## src/design/bplm_pkg.sv

```systemverilog
package bplm_pkg;

    localparam int SLOT_COUNT_DEF       = 32;
    localparam int DISK_BLOCK_COUNT_DEF = 8192;
    localparam int AGE_BITS_DEF         = 16;

    localparam int KIND_W     = 2;
    localparam int BLK_W      = 16;
    localparam int BLK_CMP_W  = BLK_W + 1;
    localparam int STATUS_W   = 2;
    localparam int SLOT_W     = 5;
    localparam int WB_BLK_W   = 13;

    typedef enum logic [KIND_W-1:0] {
        KIND_LOOKUP,
        KIND_ALLOC,
        KIND_SET_DIRTY,
        KIND_FLUSH
    } t_kind;

    typedef enum logic [STATUS_W-1:0] {
        STATUS_OK,
        STATUS_OOB,
        STATUS_MISS
    } t_status;

    typedef enum logic [1:0] {
        ST_IDLE,
        ST_SCAN,
        ST_FINISH
    } t_state;

    typedef struct packed {
        t_status             status;
        logic [SLOT_W-1:0]   slot_index;
        logic                writeback_valid;
        logic [SLOT_W-1:0]   writeback_slot;
        logic [WB_BLK_W-1:0] writeback_block;
        logic                last;
    } t_result;

endpackage

```

## src/design/bplm_if.sv

```systemverilog
interface bplm_req_if import bplm_pkg::*; ();
    logic              valid;
    logic              ready;
    logic [KIND_W-1:0] kind;
    logic [BLK_W-1:0]  block_number;

    modport source (output valid, output kind, output block_number, input ready);
    modport sink   (input valid, input kind, input block_number, output ready);
endinterface

interface bplm_rsp_if import bplm_pkg::*; ();
    logic                valid;
    logic                ready;
    logic [STATUS_W-1:0] status;
    logic [SLOT_W-1:0]   slot_index;
    logic                writeback_valid;
    logic [SLOT_W-1:0]   writeback_slot;
    logic [WB_BLK_W-1:0] writeback_block;
    logic                last;

    modport source (output valid, output status, output slot_index, output writeback_valid,
                    output writeback_slot, output writeback_block, output last,
                    input ready);
    modport sink   (input valid, input status, input slot_index, input writeback_valid,
                    input writeback_slot, input writeback_block, input last,
                    output ready);
endinterface

```

## src/design/bplm_ram.sv

```systemverilog
module bplm_ram #(
    parameter int WIDTH = 8,
    parameter int DEPTH = 32
) (
    input  logic                     i_clk,
    input  logic                     i_we,
    input  logic [$clog2(DEPTH)-1:0] i_waddr,
    input  logic [WIDTH-1:0]         i_wdata,
    input  logic [$clog2(DEPTH)-1:0] i_raddr,
    output logic [WIDTH-1:0]         o_rdata
);

    logic [WIDTH-1:0] r_mem [DEPTH];
    logic [WIDTH-1:0] r_rdata;

    always_ff @(posedge i_clk) begin
        if (i_we) begin
            r_mem[i_waddr] <= i_wdata;
        end
    end

    always_ff @(posedge i_clk) begin
        r_rdata <= r_mem[i_raddr];
    end

    assign o_rdata = r_rdata;

endmodule

```

## src/design/bplm_engine.sv

```systemverilog
module bplm_engine import bplm_pkg::*; #(
    parameter int SLOT_COUNT       = SLOT_COUNT_DEF,
    parameter int DISK_BLOCK_COUNT = DISK_BLOCK_COUNT_DEF,
    parameter int AGE_BITS         = AGE_BITS_DEF,
    parameter int IDX_W            = $clog2(SLOT_COUNT),
    parameter int ENT_W            = 2 + $clog2(DISK_BLOCK_COUNT) + AGE_BITS
) (
    input  logic             i_clk,
    input  logic             i_rst_n,
    bplm_req_if.sink         i_req,
    bplm_rsp_if.source       o_rsp,
    output logic             o_mem_we,
    output logic [IDX_W-1:0] o_mem_waddr,
    output logic [ENT_W-1:0] o_mem_wdata,
    output logic [IDX_W-1:0] o_mem_raddr,
    input  logic [ENT_W-1:0] i_mem_rdata
);

    localparam int TAG_W = $clog2(DISK_BLOCK_COUNT);
    localparam logic [IDX_W-1:0]    LAST_IDX = IDX_W'(SLOT_COUNT - 1);
    localparam logic [AGE_BITS-1:0] AGE_MAX  = '1;

    t_state               r_state, n_state;
    t_kind                r_kind, n_kind;
    logic [TAG_W-1:0]     r_tag, n_tag;
    logic                 r_oob, n_oob;
    logic [IDX_W-1:0]     r_addr, n_addr;
    // Hit of a lookup or set-dirty; during a flush, the dirty slot not yet sent.
    logic                 r_hit_v, n_hit_v;
    logic [IDX_W-1:0]     r_hit_idx, n_hit_idx;
    logic [TAG_W-1:0]     r_hit_tag, n_hit_tag;
    logic [AGE_BITS-1:0]  r_hit_age, n_hit_age;
    logic                 r_free_v, n_free_v;
    logic [IDX_W-1:0]     r_free_idx, n_free_idx;
    logic [IDX_W-1:0]     r_max_idx, n_max_idx;
    logic [AGE_BITS-1:0]  r_max_age, n_max_age;
    logic                 r_max_dirty, n_max_dirty;
    logic [TAG_W-1:0]     r_max_tag, n_max_tag;
    logic                 r_out_v, n_out_v;
    t_result              r_out, n_out;

    logic                 e_use;
    logic                 e_dirty;
    logic [TAG_W-1:0]     e_tag;
    logic [AGE_BITS-1:0]  e_age;
    logic [AGE_BITS-1:0]  w_age_inc;
    logic [AGE_BITS-1:0]  w_cand_age;
    logic                 w_accept;
    logic                 w_blk_oob;
    logic                 w_out_free;
    logic                 w_stall;
    logic                 w_scan_last;
    logic [IDX_W-1:0]     w_victim;
    logic                 w_victim_wb;

    assign e_use   = i_mem_rdata[ENT_W-1];
    assign e_dirty = i_mem_rdata[ENT_W-2];
    assign e_tag   = i_mem_rdata[AGE_BITS +: TAG_W];
    assign e_age   = i_mem_rdata[AGE_BITS-1:0];

    assign w_age_inc  = (e_age == AGE_MAX) ? e_age : AGE_BITS'(e_age + 1'b1);
    assign w_cand_age = e_use ? w_age_inc : e_age;

    assign i_req.ready = (r_state == ST_IDLE);
    assign w_accept    = i_req.valid && i_req.ready;
    assign w_blk_oob   = BLK_CMP_W'(i_req.block_number) >= BLK_CMP_W'(DISK_BLOCK_COUNT);
    assign w_out_free  = !r_out_v || o_rsp.ready;
    // A second dirty slot cannot be taken while the previous one waits for the output.
    assign w_stall     = (r_kind == KIND_FLUSH) && e_dirty && r_hit_v && !w_out_free;
    assign w_scan_last = (r_addr == LAST_IDX);
    assign w_victim    = r_free_v ? r_free_idx : r_max_idx;
    assign w_victim_wb = !r_free_v && r_max_dirty;

    always_comb begin
        n_state = r_state;
        case (r_state)
            ST_IDLE: begin
                if (w_accept) begin
                    if ((t_kind'(i_req.kind) != KIND_FLUSH) && w_blk_oob) begin
                        n_state = ST_FINISH;
                    end else begin
                        n_state = ST_SCAN;
                    end
                end
            end
            ST_SCAN: begin
                if (!w_stall && w_scan_last) begin
                    n_state = ST_FINISH;
                end
            end
            ST_FINISH: begin
                if (w_out_free) begin
                    n_state = ST_IDLE;
                end
            end
            default: n_state = ST_IDLE;
        endcase
    end

    always_comb begin
        n_kind      = r_kind;
        n_tag       = r_tag;
        n_oob       = r_oob;
        n_addr      = r_addr;
        n_hit_v     = r_hit_v;
        n_hit_idx   = r_hit_idx;
        n_hit_tag   = r_hit_tag;
        n_hit_age   = r_hit_age;
        n_free_v    = r_free_v;
        n_free_idx  = r_free_idx;
        n_max_idx   = r_max_idx;
        n_max_age   = r_max_age;
        n_max_dirty = r_max_dirty;
        n_max_tag   = r_max_tag;
        n_out_v     = r_out_v && !o_rsp.ready;
        n_out       = r_out;
        o_mem_we    = 1'b0;
        o_mem_waddr = r_addr;
        o_mem_wdata = '0;

        case (r_state)
            ST_IDLE: begin
                if (w_accept) begin
                    n_kind   = t_kind'(i_req.kind);
                    n_tag    = TAG_W'(i_req.block_number);
                    n_oob    = (t_kind'(i_req.kind) != KIND_FLUSH) && w_blk_oob;
                    n_addr   = '0;
                    n_hit_v  = 1'b0;
                    n_free_v = 1'b0;
                end
            end
            ST_SCAN: begin
                case (r_kind)
                    KIND_LOOKUP, KIND_SET_DIRTY: begin
                        if (!r_hit_v && e_use && (e_tag == r_tag)) begin
                            n_hit_v   = 1'b1;
                            n_hit_idx = r_addr;
                            n_hit_tag = e_tag;
                            n_hit_age = e_age;
                        end
                    end
                    KIND_ALLOC: begin
                        if (e_use) begin
                            o_mem_we    = 1'b1;
                            o_mem_wdata = {1'b1, e_dirty, e_tag, w_age_inc};
                        end else if (!r_free_v) begin
                            n_free_v   = 1'b1;
                            n_free_idx = r_addr;
                        end
                        if ((r_addr == '0) || (w_cand_age > r_max_age)) begin
                            n_max_idx   = r_addr;
                            n_max_age   = w_cand_age;
                            n_max_dirty = e_use && e_dirty;
                            n_max_tag   = e_tag;
                        end
                    end
                    KIND_FLUSH: begin
                        if (e_dirty && !w_stall) begin
                            o_mem_we    = 1'b1;
                            o_mem_wdata = {e_use, 1'b0, e_tag, e_age};
                            if (r_hit_v) begin
                                n_out_v = 1'b1;
                                n_out   = '{status: STATUS_OK, slot_index: '0,
                                            writeback_valid: 1'b1,
                                            writeback_slot: SLOT_W'(r_hit_idx),
                                            writeback_block: WB_BLK_W'(r_hit_tag),
                                            last: 1'b0};
                            end
                            n_hit_v   = 1'b1;
                            n_hit_idx = r_addr;
                            n_hit_tag = e_tag;
                        end
                    end
                    default: ;
                endcase
                if (!w_stall) begin
                    n_addr = w_scan_last ? '0 : IDX_W'(r_addr + 1'b1);
                end
            end
            ST_FINISH: begin
                if (w_out_free) begin
                    n_out_v = 1'b1;
                    n_out   = '{status: STATUS_OK, slot_index: '0, writeback_valid: 1'b0,
                                writeback_slot: '0, writeback_block: '0, last: 1'b1};
                    if (r_oob) begin
                        n_out.status = STATUS_OOB;
                    end else begin
                        case (r_kind)
                            KIND_LOOKUP, KIND_SET_DIRTY: begin
                                if (r_hit_v) begin
                                    n_out.slot_index = SLOT_W'(r_hit_idx);
                                    if (r_kind == KIND_SET_DIRTY) begin
                                        o_mem_we    = 1'b1;
                                        o_mem_waddr = r_hit_idx;
                                        o_mem_wdata = {1'b1, 1'b1, r_tag, r_hit_age};
                                    end
                                end else begin
                                    n_out.status = STATUS_MISS;
                                end
                            end
                            KIND_ALLOC: begin
                                n_out.slot_index = SLOT_W'(w_victim);
                                if (w_victim_wb) begin
                                    n_out.writeback_valid = 1'b1;
                                    n_out.writeback_slot  = SLOT_W'(w_victim);
                                    n_out.writeback_block = WB_BLK_W'(r_max_tag);
                                end
                                o_mem_we    = 1'b1;
                                o_mem_waddr = w_victim;
                                o_mem_wdata = {1'b1, 1'b0, r_tag, {AGE_BITS{1'b0}}};
                            end
                            KIND_FLUSH: begin
                                if (r_hit_v) begin
                                    n_out.writeback_valid = 1'b1;
                                    n_out.writeback_slot  = SLOT_W'(r_hit_idx);
                                    n_out.writeback_block = WB_BLK_W'(r_hit_tag);
                                end
                            end
                            default: ;
                        endcase
                    end
                end
            end
            default: ;
        endcase
    end

    // The read port follows the next scan address so data lines up with r_addr.
    assign o_mem_raddr = n_addr;

    always_ff @(posedge i_clk) begin
        if (!i_rst_n) begin
            r_state <= ST_IDLE;
            r_out_v <= 1'b0;
            r_hit_v <= 1'b0;
            r_addr  <= '0;
        end else begin
            r_state <= n_state;
            r_out_v <= n_out_v;
            r_hit_v <= n_hit_v;
            r_addr  <= n_addr;
        end
    end

    always_ff @(posedge i_clk) begin
        r_kind      <= n_kind;
        r_tag       <= n_tag;
        r_oob       <= n_oob;
        r_hit_idx   <= n_hit_idx;
        r_hit_tag   <= n_hit_tag;
        r_hit_age   <= n_hit_age;
        r_free_v    <= n_free_v;
        r_free_idx  <= n_free_idx;
        r_max_idx   <= n_max_idx;
        r_max_age   <= n_max_age;
        r_max_dirty <= n_max_dirty;
        r_max_tag   <= n_max_tag;
        r_out       <= n_out;
    end

    assign o_rsp.valid           = r_out_v;
    assign o_rsp.status          = r_out.status;
    assign o_rsp.slot_index      = r_out.slot_index;
    assign o_rsp.writeback_valid = r_out.writeback_valid;
    assign o_rsp.writeback_slot  = r_out.writeback_slot;
    assign o_rsp.writeback_block = r_out.writeback_block;
    assign o_rsp.last            = r_out.last;

endmodule

```

## src/design/buffer_pool_lru_manager.sv

```systemverilog
// Each request scans the slot table through the single read port of the slot memory,
// one slot per cycle: a new request is accepted only after the current one has put
// its last result into the output register; an out-of-bound request skips the scan.
// A flush also waits while a write-back result is held at the output.
// Reset is synchronous and active low; it marks every slot entry as unwritten so the
// table reads as all free at once, with no clearing pass.
module buffer_pool_lru_manager import bplm_pkg::*; #(
    parameter int SLOT_COUNT       = SLOT_COUNT_DEF,
    parameter int DISK_BLOCK_COUNT = DISK_BLOCK_COUNT_DEF,
    parameter int AGE_BITS         = AGE_BITS_DEF
) (
    input  logic       i_clk,
    input  logic       i_rst_n,
    bplm_req_if.sink   i_req,
    bplm_rsp_if.source o_rsp
);

    localparam int IDX_W = $clog2(SLOT_COUNT);
    localparam int ENT_W = 2 + $clog2(DISK_BLOCK_COUNT) + AGE_BITS;

    logic                  mem_we;
    logic [IDX_W-1:0]      mem_waddr;
    logic [ENT_W-1:0]      mem_wdata;
    logic [IDX_W-1:0]      mem_raddr;
    logic [ENT_W-1:0]      ram_rdata;
    logic [ENT_W-1:0]      mem_rdata;
    logic [SLOT_COUNT-1:0] r_written;
    logic                  r_rd_written;

    // An entry never written since reset reads as a free, clean slot.
    always_ff @(posedge i_clk) begin
        if (!i_rst_n) begin
            r_written    <= '0;
            r_rd_written <= 1'b0;
        end else begin
            r_rd_written <= r_written[mem_raddr];
            if (mem_we) begin
                r_written[mem_waddr] <= 1'b1;
            end
        end
    end

    assign mem_rdata = r_rd_written ? ram_rdata : '0;

    bplm_ram #(
        .WIDTH (ENT_W),
        .DEPTH (SLOT_COUNT)
    ) u_ram (
        .i_clk   (i_clk),
        .i_we    (mem_we),
        .i_waddr (mem_waddr),
        .i_wdata (mem_wdata),
        .i_raddr (mem_raddr),
        .o_rdata (ram_rdata)
    );

    bplm_engine #(
        .SLOT_COUNT       (SLOT_COUNT),
        .DISK_BLOCK_COUNT (DISK_BLOCK_COUNT),
        .AGE_BITS         (AGE_BITS),
        .IDX_W            (IDX_W),
        .ENT_W            (ENT_W)
    ) u_engine (
        .i_clk       (i_clk),
        .i_rst_n     (i_rst_n),
        .i_req       (i_req),
        .o_rsp       (o_rsp),
        .o_mem_we    (mem_we),
        .o_mem_waddr (mem_waddr),
        .o_mem_wdata (mem_wdata),
        .o_mem_raddr (mem_raddr),
        .i_mem_rdata (mem_rdata)
    );

endmodule

```

## src/flat_wrapper.sv

```systemverilog
// flat-port wrapper written by rule: the top's interface ports become plain ports
module buffer_pool_lru_manager_flat import bplm_pkg::*;
#(
    parameter int SLOT_COUNT       = SLOT_COUNT_DEF,
    parameter int DISK_BLOCK_COUNT = DISK_BLOCK_COUNT_DEF,
    parameter int AGE_BITS         = AGE_BITS_DEF
)
  (i_clk, i_rst_n, i_req_valid, i_req_kind, i_req_block_number, i_req_ready, o_rsp_valid, o_rsp_status, o_rsp_slot_index, o_rsp_writeback_valid, o_rsp_writeback_slot, o_rsp_writeback_block, o_rsp_last, o_rsp_ready);
  bplm_req_if i_req_i ();
  bplm_rsp_if o_rsp_i ();
  input  logic i_clk;
  input  logic i_rst_n;
  input wire logic [$bits(i_req_i.valid)-1:0] i_req_valid;
  input wire logic [$bits(i_req_i.kind)-1:0] i_req_kind;
  input wire logic [$bits(i_req_i.block_number)-1:0] i_req_block_number;
  output wire logic [$bits(i_req_i.ready)-1:0] i_req_ready;
  output wire logic [$bits(o_rsp_i.valid)-1:0] o_rsp_valid;
  output wire logic [$bits(o_rsp_i.status)-1:0] o_rsp_status;
  output wire logic [$bits(o_rsp_i.slot_index)-1:0] o_rsp_slot_index;
  output wire logic [$bits(o_rsp_i.writeback_valid)-1:0] o_rsp_writeback_valid;
  output wire logic [$bits(o_rsp_i.writeback_slot)-1:0] o_rsp_writeback_slot;
  output wire logic [$bits(o_rsp_i.writeback_block)-1:0] o_rsp_writeback_block;
  output wire logic [$bits(o_rsp_i.last)-1:0] o_rsp_last;
  input wire logic [$bits(o_rsp_i.ready)-1:0] o_rsp_ready;
  assign i_req_i.valid = i_req_valid;
  assign i_req_i.kind = i_req_kind;
  assign i_req_i.block_number = i_req_block_number;
  assign i_req_ready = i_req_i.ready;
  assign o_rsp_valid = o_rsp_i.valid;
  assign o_rsp_status = o_rsp_i.status;
  assign o_rsp_slot_index = o_rsp_i.slot_index;
  assign o_rsp_writeback_valid = o_rsp_i.writeback_valid;
  assign o_rsp_writeback_slot = o_rsp_i.writeback_slot;
  assign o_rsp_writeback_block = o_rsp_i.writeback_block;
  assign o_rsp_last = o_rsp_i.last;
  assign o_rsp_i.ready = o_rsp_ready;
  buffer_pool_lru_manager #(.SLOT_COUNT(SLOT_COUNT), .DISK_BLOCK_COUNT(DISK_BLOCK_COUNT), .AGE_BITS(AGE_BITS)) u_core (.i_clk(i_clk), .i_rst_n(i_rst_n), .i_req(i_req_i), .o_rsp(o_rsp_i));
endmodule
```

## config.mk

```make
export PLATFORM = sky130hd
export DESIGN_NAME = buffer_pool_lru_manager_flat
export DESIGN_NICKNAME = d
export VERILOG_FILES = /design/src/design/bplm_pkg.sv /design/src/design/bplm_if.sv /design/src/design/bplm_ram.sv /design/src/design/bplm_engine.sv /design/src/design/buffer_pool_lru_manager.sv /design/src/flat_wrapper.sv
export SDC_FILE = /design/constraint.sdc
export NUM_CORES = 2
export LEC_CHECK = 0
export BUFFER_PORTS_ARGS = -buffer_cell sky130_fd_sc_hd__buf_4
export CAP_MARGIN = 20
export CELL_PAD_IN_SITES_DETAIL_PLACEMENT = 1
export CELL_PAD_IN_SITES_GLOBAL_PLACEMENT = 1
export CORE_MARGIN = 2
export CORE_UTILIZATION = 25
export DETAILED_ROUTE_END_ITERATION = 16
export GPL_ROUTABILITY_DRIVEN = 0
export PLACE_DENSITY_LB_ADDON = 0.1
export SYNTH_ARGS = -nofsm -noshare
export SYNTH_HDL_FRONTEND = slang
export SYNTH_HIERARCHICAL = 1
export SYNTH_SLANG_ARGS = --single-unit
```

## constraint.sdc

```tcl
create_clock -name i_clk -period 6.3 [get_ports i_clk]
set_clock_uncertainty 0.2 [all_clocks]
set_input_delay 0.315 -clock i_clk [delete_from_list [all_inputs] [get_ports i_clk]]
set_output_delay 0.315 -clock i_clk [all_outputs]
set_load 0.01 [all_outputs]
```

==> summary.md <==
| Metric | Value |
|---|---|
| Syn Area/Cell | `16.0 um2` |
| Remaining Overflow, GRT | `0` |
| Root Buffer | `clkbuf_16` |
| R2R depth | `14` |
| Critical path fanouts, max | `47` |
| Critical path's largest stage delay | `720 ps` |
| Wirelength per Cell | `27.4 um` |
| M3 GR Usage | `2.30%` |
| Met1 Usage GRT | `22.5%` |
| PortBufs | `50` |
| RR Endpoint | `u_core/u_ram/o_rdata[11]` |
| Psw | `0.00404 W` |
| Fraction of layout cells with a size suffix above 1 | `15.5%` |
| Post-CTS resize count | `0` |
| Setup WS pre-CTS | `685 ps` |
| First DRT Iteration DRCs | `1,744` |
| CTS clk-pin slew, worst paths | `60 ps` |
| Asr flop ratio synth | `0%` |
| Vias in the first global route | `29,300` |
| Final setup vio count | `0` |
| Hold EP | `u_core/u_engine/r_tag[9]` |
| Clock share of power | `46.9%` |
| Fin crit share | `82.7%` |
| DRC errors left | `0` |
| Slew HR | `31.5%` |
| # clock sinks | `1,183` |
| Pre-antenna DRT Iters | `5` |
| Bufs and invs on worst path | `4` |
| CP delay by family, top | `simple AND/OR/NAND/NOR gates` |
| Crit path kind | `reg2reg` |
| Initial antenna violation count | `5` |
| Busiest grt layer | `met2` |
| Switching part of the total power | `22.3%` |
| Final WL | `159,000 um` |
| Routed Antenna Nets | `0` |
| Post-CTS Setup Inserts | `0` |
| Total Routing Usage GR | `16.3%` |
| Hold Crit Start | `i_req_block_number[9]` |
| Synthesized Nets | `3,019` |
| Via count | `27,200` |
| Top FF cell, synth | `edfxtp_1` |
| Row Count | `160` |
| Worst Setup End Kind | `flip-flop` |
| R2r setup slk | `1090 ps` |
| Worst-margin pin slew | `1030 ps` |
| Final worst setup slack | `1090 ps` |
| CTS tree | `built` |
| Post-synth EDFFs | `1,110` |
| Setup TNS | `0 ps` |
| Die Width | `440 um` |
| I/O pins | `51` |
| FMAX | `192 MHz` |
| Area growth syn-to-layout | `20.2%` |
| CTS Buffer Depth | `3` |
| Crit start category | `flip-flop` |
| Hold Path Depth | `2` |
| DP HPWL | `94,900 um` |
| Inserted Clock Buffers | `144` |
| CTS H-tree depth | `4` |
| RSZ-0062 raised after global routing | `no` |
| Combinational power share | `5.4%` |
| Die Span Y | `440 um` |
| Mapped Cells | `2,974` |
| Worst path cell trace | `buf_4, and2_1, and4_1, a31o_2, nand2_1, o21ai_1, buf_4, buf_4, and2_4, buf_12, a22o_1, nor3_1, a31oi_1, nand3_1` |
| Core Region | `190,000 um2` |
| Reg2reg start | `u_core/r_rd_written` |
| Clock Latency Late Sink | `790 ps` |
| Hold Violations, Final | `0` |
| Hold/Removal Path Class | `in2reg` |
| Leakage power | `16.3 nW` |
| Final Max Slew Viols | `0` |
| Most used cell, CP | `buf_4` |
| Internal power component | `0.0140 W` |
| DIE AREA | `194,000 um2` |
| Part of the power in registers | `47.6%` |
| Post-route minimum period | `5210 ps` |
| Cell Area, Synth | `47,600 um2` |
| Final #Nets | `3,216` |
| Largest net degree at the start of global routing | `99` |
| Starting Density | `25.1%` |
| IR drop worst, VDD | `0.161 mV` |
| Max-cap violation count | `0` |
| Crit path required time | `6570 ps` |
| Global-route wire length before repair | `224,000 um` |
| Seq/Total Area, Yosys | `73.1%` |
| Synth warn | `6` |
| Met2 usage | `26.7%` |
| Status | `finished clean` |
| Flops & latches, synth | `1,183` |
| CP arrival | `5480 ps` |
| Areal power density over the cells | `316 nW/um2` |
| Slowest CP cell | `dfxtp_1` |
| Via density | `4.70` |
| Synth unique cells | `78` |
==> power by group through the flow <==
stage | Sequential (W) | Clock [W] | Combinational (W)
6_report | 0.00861 | 0.00848 | 0.000984
5_1_grt | 0.00861 | 0.00904 | 0.00105
4_1_cts | 0.00861 | 0.00876 | 0.00100
3_5_place_dp | 0.00878 | 0 | 0.000993
3_3_place_gp | 0.00878 | 0 | 0.000988
2_1_floorplan | 0.00877 | 0 | 0.000684
==> layout by cell type, fill, tap and decap left out, drive strengths merged, types with 5 or more instances in the layout <==
cell         count
nor3            39
clkbuf         198
and3             5
nor3b            5
bufinv          12
xnor2           21
buf            193
dlygate4sd3     24
nor2            96
nor4            10
clkinv          46
inv             31
nand3          112
o21ai           18
mux2            12
dfxtp           73
nand4           12
a31oi           47
nand2          165
edfxtp        1110
mux4             7
a22oi          110
o21a            17
ha              23
nor2b           26
a22o            69
a21oi          142
and2            45
mux2i          503
nand2b           9
nand3b          11
a21o             5
a211oi          20
o311ai           5
==> metrics by stage <==
stage	cells	total power, W	area [um2]	util [%]	hold slack (ps)
floorplan	2974	0.00945	47600	-	214
global placement	5508	0.00976	52000	27.4	243
detailed placement	5508	0.00977	52000	27.4	253
CTS	5795	0.0184	57100	30.1	1.72
global route	5799	0.0187	57200	30.2	26.1
finish	5800	0.0181	57200	30.2	75.8
==> kinds of logic (layout without fill, tap and decap cells) <==
kind of cell               count (synthesis)  count (layout)  share of synthesized area (%)
buffers and inverters                    194             508                           2.02
muxes                                    522             522                           11.2
adders and majority gates                 23              23                          0.605
DFF                                     1183            1183                           73.1
AOI/OAI and AO/OA                        469             469                           6.74
xor gates and xnor gates                  25              25                          0.476
and+or+nand+nor                          558             558                           5.84
other                                      0               1                              0
==> synth_stat cells (5+ instances only) <==
cell	instances	area [um2]
o21a_1	17	128
edfxtp_1	1110	33300
nor3_1	38	190
buf_1	9	33.8
clkbuf_1	71	267
a22oi_1	110	826
ha_1	23	288
nor2b_1	25	156
nand3b_1	11	82.6
buf_6	6	67.6
and3_1	5	31.3
a211oi_1	20	150
nor4_1	8	50.1
o21ai_0	14	70.1
inv_1	24	90.1
and2_1	45	282
mux2i_1	503	5030
a21o_1	5	37.5
mux2_2	8	90.1
a21oi_1	142	711
dfxtp_1	73	1460
nand4_1	9	56.3
xnor2_1	21	184
nor3b_1	5	37.5
a31oi_1	47	294
nand2_1	164	616
mux4_2	7	158
buf_2	46	230
a22o_1	69	604
nand3_1	112	561
nand2b_1	9	56.3
buf_4	33	248
nor2_1	96	360
==> layout make-up <==
class / instances / area [um2]
Antenna cell: 1 / 2.50
Clock buffer: 197 / 4120
Clock inverter: 66 / 721
Fill cell: 19500 / 132000
Inverter: 27 / 101
Multi-Input combinational cell: 1597 / 12300
Sequential cell: 1183 / 34800
Tap cell: 2511 / 3140
Timing Repair Buffer: 218 / 2030
==> flip-flops by register name (all words and copies together) (netlist names), 13 cells and up <==
register                               count
u_core/u_engine/r_tag                     13
u_core/u_ram/r_mem                       992
u_core/u_engine/r_max_age                 16
u_core/u_engine/r_max_tag                 13
u_core/u_engine/o_rsp.writeback_block     13
u_core/r_written                          32
u_core/u_engine/r_hit_tag                 13
u_core/u_ram/o_rdata                      31
u_core/u_engine/r_hit_age                 16
==> how the worst max path moves through the flow <==
stage,start,end,cells after the start
floorplan,u_core/r_rd_written,u_core/u_engine/r_max_age[0],14
global placement,u_core/r_rd_written,u_core/u_ram/o_rdata[11],13
detailed placement,u_core/r_rd_written,u_core/u_ram/o_rdata[11],13
CTS,u_core/r_rd_written,u_core/u_ram/o_rdata[11],13
global route,u_core/r_rd_written,u_core/u_ram/o_rdata[11],14
finish,u_core/r_rd_written,u_core/u_ram/o_rdata[11],14
==> what timing repair did <==
item	in CTS	in global routing
hold buffers	24	0
endpoints found under the hold margin	59	0
setup endpoints to repair	0	0
==> layer usage <==
| metal | wire length (um) | vias up | share of wire, % |
|---|---|---|---|
| met5 | 0 | - | 0 |
| met4 | 3190 | 0 | 2.0 |
| met3 | 4640 | 198 | 2.9 |
| met2 | 75100 | 430 | 47 |
| met1 | 75900 | 14600 | 48 |
| li1 | - | 12000 | - |
No activity file was read; power rests on OpenSTA's default activity.
